**config.mk**
```make
export PLATFORM = sky130hd
export DESIGN_NAME = drmlp_ctrl
export DESIGN_NICKNAME = d
export VERILOG_FILES = /design/src/rtl/drmlp_pkg.sv /design/src/rtl/drmlp_ctrl.sv
export SDC_FILE = /design/constraint.sdc
export NUM_CORES = 1
export LEC_CHECK = 0
export BUFFER_PORTS_ARGS = -buffer_cell sky130_fd_sc_hd__buf_2
export CAP_MARGIN = 40
export CORE_ASPECT_RATIO = 0.8
export CORE_MARGIN = 3
export CORE_UTILIZATION = 58
export CTS_CLUSTER_DIAMETER = 150
export CTS_CLUSTER_SIZE = 24
export DETAILED_ROUTE_END_ITERATION = 8
export PLACE_DENSITY = 0.76
export SYNTH_ARGS = -nofsm -noshare
export SYNTH_HDL_FRONTEND = slang
export SYNTH_SLANG_ARGS = --single-unit
```
**constraint.sdc**
```tcl
create_clock -name i_clk -period 3.8 [get_ports i_clk]
set_input_delay 0.57 -clock i_clk [delete_from_list [all_inputs] [get_ports i_clk]]
set_output_delay 0.57 -clock i_clk [all_outputs]
set_load 0.01 [all_outputs]
```
**src/rtl/drmlp_pkg.sv**
```systemverilog
// Shared types, constants and helpers of the dense ReLU MLP inference block.
package drmlp_pkg;

    // Sizing of the network stores.
    localparam int MAX_WEIGHT_LAYERS = 4;
    localparam int MAX_WIDTH         = 16;
    localparam int DATA_BITS         = 16;
    localparam int FRAC_BITS         = DATA_BITS / 2;

    // Field widths of the stream items.
    localparam int LSEL_W   = 2;
    localparam int IDX_W    = 4;
    localparam int ACTION_W = 2;
    localparam int LAYER_W  = $clog2(MAX_WEIGHT_LAYERS);
    localparam int SIZE_W   = 5;
    localparam int LCNT_W   = 3;

    // Store address widths.
    localparam int WADDR_W = LAYER_W + 2 * IDX_W;
    localparam int BADDR_W = LAYER_W + IDX_W;
    localparam int AADDR_W = 1 + IDX_W;

    // Accumulator: full products plus headroom for every column and the bias.
    localparam int PROD_W = 2 * DATA_BITS;
    localparam int ACC_W  = PROD_W + $clog2(MAX_WIDTH) + 2;

    // Configuration port.
    localparam int CFG_IDX_W  = 3;
    localparam int CFG_DATA_W = 5;
    localparam int NUM_CFG    = 6;

    // Packed stream widths.
    localparam int S_TDATA_W = 32;
    localparam int M_TDATA_W = 24;

    typedef enum logic [ACTION_W-1:0] {
        ACT_LOAD_WEIGHT = 2'd0,
        ACT_LOAD_BIAS   = 2'd1,
        ACT_ELEMENT     = 2'd2,
        ACT_UNUSED      = 2'd3
    } t_action;

    typedef enum logic [CFG_IDX_W-1:0] {
        CFG_LAYER_COUNT = 3'd0,
        CFG_SIZE_INPUT  = 3'd1,
        CFG_SIZE_HID1   = 3'd2,
        CFG_SIZE_HID2   = 3'd3,
        CFG_SIZE_HID3   = 3'd4,
        CFG_SIZE_FINAL  = 3'd5
    } t_cfg_idx;

    typedef enum logic [3:0] {
        S_IDLE,
        S_RD,
        S_MUL,
        S_ACC,
        S_BIAS,
        S_WB,
        S_ORD,
        S_OLD,
        S_OWAIT
    } t_state;

    // Commands from the controller to the datapath.
    typedef struct packed {
        logic               w_we;
        logic               b_we;
        logic               x_we;
        logic               rd;
        logic               mul;
        logic               acc;
        logic               acc_first;
        logic               bias_add;
        logic               wb;
        logic               out_load;
        logic               out_last;
        logic [LAYER_W-1:0] layer;
        logic [IDX_W-1:0]   row;
        logic [IDX_W-1:0]   col;
        logic               act_bank;
        logic [IDX_W-1:0]   act_idx;
    } t_dp_cmd;

    // Status from the datapath to the controller.
    typedef struct packed {
        logic out_valid;
    } t_dp_sts;

    // Clamp a layer size register into [1, MAX_WIDTH].
    function automatic logic [SIZE_W-1:0] clamp_size(input logic [SIZE_W-1:0] s);
        logic [SIZE_W-1:0] r;
        r = s;
        if (s == '0)
            r = SIZE_W'(1);
        else if (s > SIZE_W'(MAX_WIDTH))
            r = SIZE_W'(MAX_WIDTH);
        return r;
    endfunction

endpackage

```
**src/rtl/drmlp_ctrl.sv**
```systemverilog
// Controller of the MLP block: configuration registers, sequencing of loads,
// layer evaluation and output emission.
module drmlp_ctrl
    import drmlp_pkg::*;
(
    input  logic                  i_clk,
    input  logic                  i_rst_n,
    input  logic                  i_cfg_valid,
    input  logic [CFG_IDX_W-1:0]  i_cfg_index,
    input  logic [CFG_DATA_W-1:0] i_cfg_data,
    input  logic                  i_in_valid,
    input  logic [ACTION_W-1:0]   i_in_action,
    input  logic                  i_in_last,
    input  t_dp_sts               i_sts,
    output logic                  o_in_ready,
    output t_dp_cmd               o_cmd
);

    t_state             r_state, n_state;
    logic [LCNT_W-1:0]  r_layer_count;
    logic [SIZE_W-1:0]  r_size [NUM_CFG-1];
    logic [LAYER_W-1:0] r_layer, n_layer;
    logic [IDX_W-1:0]   r_row, n_row;
    logic [IDX_W-1:0]   r_col, n_col;

    logic [LCNT_W-1:0]  lc_clamped;
    logic [LAYER_W-1:0] last_layer;
    logic [SIZE_W-1:0]  ns, nd, nf;
    logic               col_last, row_last, layer_last, out_last;
    logic               in_xfer;

    // Configuration writes; indexes beyond the register list are dropped.
    always_ff @(posedge i_clk) begin
        if (!i_rst_n) begin
            r_layer_count <= LCNT_W'(2);
            for (int i = 0; i < NUM_CFG - 1; i++) begin
                r_size[i] <= SIZE_W'(16);
            end
        end else if (i_cfg_valid) begin
            case (i_cfg_index)
                CFG_LAYER_COUNT: r_layer_count <= i_cfg_data[LCNT_W-1:0];
                CFG_SIZE_INPUT:  r_size[0] <= i_cfg_data;
                CFG_SIZE_HID1:   r_size[1] <= i_cfg_data;
                CFG_SIZE_HID2:   r_size[2] <= i_cfg_data;
                CFG_SIZE_HID3:   r_size[3] <= i_cfg_data;
                CFG_SIZE_FINAL:  r_size[4] <= i_cfg_data;
                default: ;
            endcase
        end
    end

    // Layer count clamped to [2, MAX_WEIGHT_LAYERS + 1]; weight layers = count - 1.
    always_comb begin
        lc_clamped = r_layer_count;
        if (r_layer_count < LCNT_W'(2))
            lc_clamped = LCNT_W'(2);
        else if (r_layer_count > LCNT_W'(MAX_WEIGHT_LAYERS + 1))
            lc_clamped = LCNT_W'(MAX_WEIGHT_LAYERS + 1);
    end

    assign last_layer = LAYER_W'(lc_clamped - LCNT_W'(2));
    assign ns = clamp_size(r_size[r_layer]);
    assign nd = clamp_size(r_size[LCNT_W'(r_layer) + LCNT_W'(1)]);
    assign nf = clamp_size(r_size[LCNT_W'(lc_clamped - LCNT_W'(1))]);

    assign col_last   = ({1'b0, r_col} == ns - SIZE_W'(1));
    assign row_last   = ({1'b0, r_row} == nd - SIZE_W'(1));
    assign layer_last = (r_layer == last_layer);
    assign out_last   = ({1'b0, r_row} == nf - SIZE_W'(1));
    assign in_xfer    = i_in_valid && o_in_ready;

    // State and counter registers.
    always_ff @(posedge i_clk) begin
        if (!i_rst_n) begin
            r_state <= S_IDLE;
            r_layer <= '0;
            r_row   <= '0;
            r_col   <= '0;
        end else begin
            r_state <= n_state;
            r_layer <= n_layer;
            r_row   <= n_row;
            r_col   <= n_col;
        end
    end

    // Next state and datapath commands.
    always_comb begin
        n_state    = r_state;
        n_layer    = r_layer;
        n_row      = r_row;
        n_col      = r_col;
        o_in_ready = 1'b0;

        o_cmd           = '0;
        o_cmd.layer     = r_layer;
        o_cmd.row       = r_row;
        o_cmd.col       = r_col;
        o_cmd.act_bank  = r_layer[0];
        o_cmd.act_idx   = r_col;
        o_cmd.acc_first = (r_col == '0);
        o_cmd.out_last  = out_last;

        case (r_state)
            S_IDLE: begin
                o_in_ready = 1'b1;
                if (in_xfer) begin
                    case (i_in_action)
                        ACT_LOAD_WEIGHT: o_cmd.w_we = 1'b1;
                        ACT_LOAD_BIAS:   o_cmd.b_we = 1'b1;
                        ACT_ELEMENT: begin
                            o_cmd.x_we = 1'b1;
                            if (i_in_last) begin
                                n_layer = '0;
                                n_row   = '0;
                                n_col   = '0;
                                n_state = S_RD;
                            end
                        end
                        default: ;
                    endcase
                end
            end
            S_RD: begin
                o_cmd.rd = 1'b1;
                n_state  = S_MUL;
            end
            S_MUL: begin
                o_cmd.mul = 1'b1;
                n_state   = S_ACC;
            end
            S_ACC: begin
                o_cmd.acc = 1'b1;
                if (col_last) begin
                    n_state = S_BIAS;
                end else begin
                    n_col   = r_col + IDX_W'(1);
                    n_state = S_RD;
                end
            end
            S_BIAS: begin
                o_cmd.bias_add = 1'b1;
                n_state        = S_WB;
            end
            S_WB: begin
                o_cmd.wb = 1'b1;
                n_col    = '0;
                if (!row_last) begin
                    n_row   = r_row + IDX_W'(1);
                    n_state = S_RD;
                end else if (!layer_last) begin
                    n_row   = '0;
                    n_layer = r_layer + LAYER_W'(1);
                    n_state = S_RD;
                end else begin
                    n_row   = '0;
                    n_state = S_ORD;
                end
            end
            S_ORD: begin
                // Final layer's outputs sit in the bank the last layer wrote.
                o_cmd.rd       = 1'b1;
                o_cmd.act_bank = ~r_layer[0];
                o_cmd.act_idx  = r_row;
                n_state        = S_OLD;
            end
            S_OLD: begin
                o_cmd.out_load = 1'b1;
                n_state        = S_OWAIT;
            end
            S_OWAIT: begin
                if (!i_sts.out_valid) begin
                    if (out_last) begin
                        n_state = S_IDLE;
                    end else begin
                        n_row   = r_row + IDX_W'(1);
                        n_state = S_ORD;
                    end
                end
            end
            default: n_state = S_IDLE;
        endcase
    end

    // An input transfer never coincides with a pending result.
    assert property (@(posedge i_clk) disable iff (!i_rst_n)
        o_in_ready |-> !i_sts.out_valid)
        else $error("input taken while a result is pending");

    // A final element starts evaluation on the next cycle.
    assert property (@(posedge i_clk) disable iff (!i_rst_n)
        (in_xfer && i_in_action == ACT_ELEMENT && i_in_last) |=> r_state == S_RD)
        else $error("final element did not start evaluation");

    // The column counter stays inside the source layer during accumulation.
    assert property (@(posedge i_clk) disable iff (!i_rst_n)
        (r_state == S_ACC) |-> ({1'b0, r_col} < ns))
        else $error("column counter beyond source layer");

    // A loaded result is shown on the next cycle.
    assert property (@(posedge i_clk) disable iff (!i_rst_n)
        (r_state == S_OLD) |=> i_sts.out_valid)
        else $error("result not presented after load");

endmodule

```
==> reports/metrics.cfg <==
[outcome]
run_status=finished clean

[global_route]
track_usage_pct=27.08
antenna_found_initial=0
grt_remaining_overflow=0
first_pass_grt_wire_length_um=13240
first_global_vias=2599
grt_start_max_net_pins=26

[synth]
synth_fp_nets=364
synth.ff_latch_count=44
synthDominantAreaCellType=edfxtp_1
synth-seq-area-share_pct=35.34
yosys_warnings=0
synth_enable_flop_cells=25
synth.cell_area_um2=3201
synth_largest_type_area_fraction_pct=23.46
netlist_instances=341
syn_avg_cell_area_um2=9.386
ys_top_cells_by_area=edfxtp_1 (23%), dfxtp_1 (12%), mux4_2 (4.2%)
synthArstFlopShare_pct=0
synth.most_common_cell=nand2_1
synth_flop_cell=edfxtp_1
yosys.cell_types.count=69
synth.top_cells.by_count=nand2_1 (29), edfxtp_1 (25), nor2_1 (23)

[clocking]
clkLatencyLatePin_ns=0.30
post-cts-setup-buffer-count=0
cts.root.buffer_cell=clkbuf_8
numCtsBuffers=5
cts_buffer_depth=2
clock_sinks=44
ctsHtreeMaxLevel=2
cts.clk_slew.worst_paths_ns=0.10
cts_tree=built

[final_layout]
n_fill_cell=427
multiInputGateArea_um2=1949
area.growth.synth_to_final_pct=11.42
layout.cell_area.non_filler_um2=3566
layout_cells_sized_above_1_pct=21.96
diodes=0
final_nets=400
utilization_pct=68.84
ff_latch_area_um2=1137
final_cell_count_without_fillers=440

[placement]
buffer_ports.inserted=42
dp_cells=432
place_worst_setup_slack_ns=0.1419
post-dp-hpwl_um=6267
globalplace.congestion=0.9324
place_area_um2=3426

[detailed_routing]
first_pass_iters=5
wl_met2_um=3738
m1WireLength_um=3731
first_iter_violations=353
detailroute.wirelength.met3_um=768
drtAntennaViolNets=0
top_layer=met4
finalWirelength_um=8363
route.vias.total=2858
avgRoutedWirePerCell_um=19.01
vias_per_cell=6.495
route.detailed.drc=0

[pwr]
switching_share_pct=28.59
power.share.sequential_pct=49.4
internal_power_uw=813.8
power.clock.fraction_pct=32.8
post-layout-total-power_mw=1.140
comb_power_share_pct=17.8
power.switching_uw=325.9
power.ir.vdd_worst_uv=265.6
powerDensity_nw_per_um2=319.6
power.static_leakage_nw=1.348

[floorplan]
placeableCoreArea_um2=5180
starting_utilization_of_the_core_area_pct=61.79
die_width_um=89.05
die-height_um=72.44
boundaryPins=43
floorplan.rows=23
fp.dieArea_um2=6451

[worst_setup_path]
arr_time_crit_path_ns=3.74
timing.critical_path.required_ns=4.00
endpoint_kind=register
critical_path_peak_fanout=10
startpoint_type=register
criticalPathCategory=register to register

[timing]
rsz0062_at_grt=no
final-setup-viol-count=0
max_slew_margin_pct=41.81
fin_skew_ns=0.01079
fmax_ghz=0.2822
hold_slack_ns=0.5027
slew_at_the_pin_closest_to_its_max_slew_limit_ns=0.8637
timing.final.ws_setup_ns=0.2558
period_needed_ns=3.544
finalCritPeriodShare_pct=93.27
final-max-slew-violation-count=0
final-hold-violation-count=0
tns_ns=0

[hold_path]
min_path_type=primary input to register

[flow_run]
drv.max_cap_violation_count=0

power by group through the flow:
stage | clock network [mW] | registers, mW | logic [mW]
floorplan | 0 | 0.554 | 0.154
global placement | 0 | 0.571 | 0.191
detailed placement | 0 | 0.572 | 0.197
CTS | 0.377 | 0.561 | 0.199
global route | 0.399 | 0.564 | 0.223
finish | 0.374 | 0.563 | 0.202
worst max-delay path: stages (launching register included):
cell and delay, ns:
dfxtp_1 0.40, ha_4 0.40, mux2i_1 0.31, nand3_1 0.13
o211a_1 0.20, o21ai_0 0.17, nand2_1 0.08, ha_1 0.31
xor2_1 0.15, o311ai_1 0.12, and4bb_1 0.30, nand4_2 0.18
a31oi_2 0.34, nor2b_1 0.08, mux2_4 0.27
layout by cell type, fill, tap and decap left out, types with 4 or more instances in the layout:
cell      instances
mux4_2            6
a22oi_1           4
a21o_1            4
nand2b_1         10
inv_1            14
nand2_1          29
nor2_1           23
nor2b_1          15
xnor2_1           4
o211ai_1          4
nand3_1           9
a21oi_1          13
a31oi_1           4
o21ai_0          20
edfxtp_1         25
xor2_1            8
ha_1              6
and2_1            7
nor3_1           11
clkbuf_8          5
buf_2            42
nor3b_1           8
mux2i_1          13
dfxtp_1          16
flip-flops by register name, summed over array words and instances, names as in the netlist, named ones only:
| register | flops |
|---|---|
| r_col | 4 |
| r_layer | 2 |
| r_layer_count | 3 |
| r_row | 4 |
| r_size | 25 |
| r_state | 4 |
final timing paths:
kind	slack, ns	from	endpoint	depth (start not counted)
worst min register to register	0.64	r_layer_count[0]$_SDFFE_PN0P_	r_layer_count[0]$_SDFFE_PN0P_	2
worst max-delay path	0.26	r_layer[1]$_SDFFE_PN0P_	r_row[2]$_SDFFE_PN0P_	14
worst max register to register	0.26	r_layer[1]$_SDFFE_PN0P_	r_row[2]$_SDFFE_PN0P_	14
worst min-delay path	0.50	i_cfg_data[1]	r_layer_count[1]$_SDFFE_PN1P_	3
logic make-up (layout without fill, tap and decap cells):
logic type	count (synthesis)	count (layout)	synth area share [%]
AOI/OAI and AO/OA	83	83	19.31
xor gates and xnor gates	13	13	3.792
adders and majority gates	7	7	2.736
buffers and inverters	30	67	4.300
DFF	44	44	35.34
muxes	23	23	9.890
and+or+nand+nor	141	141	24.63
routing by layer:
metal  vias up  GRT usage [%]
li1       1339              -
met1      1362          41.01
met2       143          38.80
met3        14          6.356
met4         0          7.273
met5         -              0
what timing repair did:
action	in CTS	in global routing
gates resized for setup	0	7
endpoints found under the setup margin	0	5
endpoints found under the hold margin	0	0
hold buffers	0	0
area by class of cell:
type | instances | share of cell area, %
clock buffer | 5 | 1.930
clock inverter | 3 | 1.333
inverter | 14 | 1.474
multi-input combinational | 267 | 54.67
sequential | 44 | 31.89
tap | 62 | 2.175
timing repair buffer | 45 | 6.526
(Power assumes the default switching activity.)
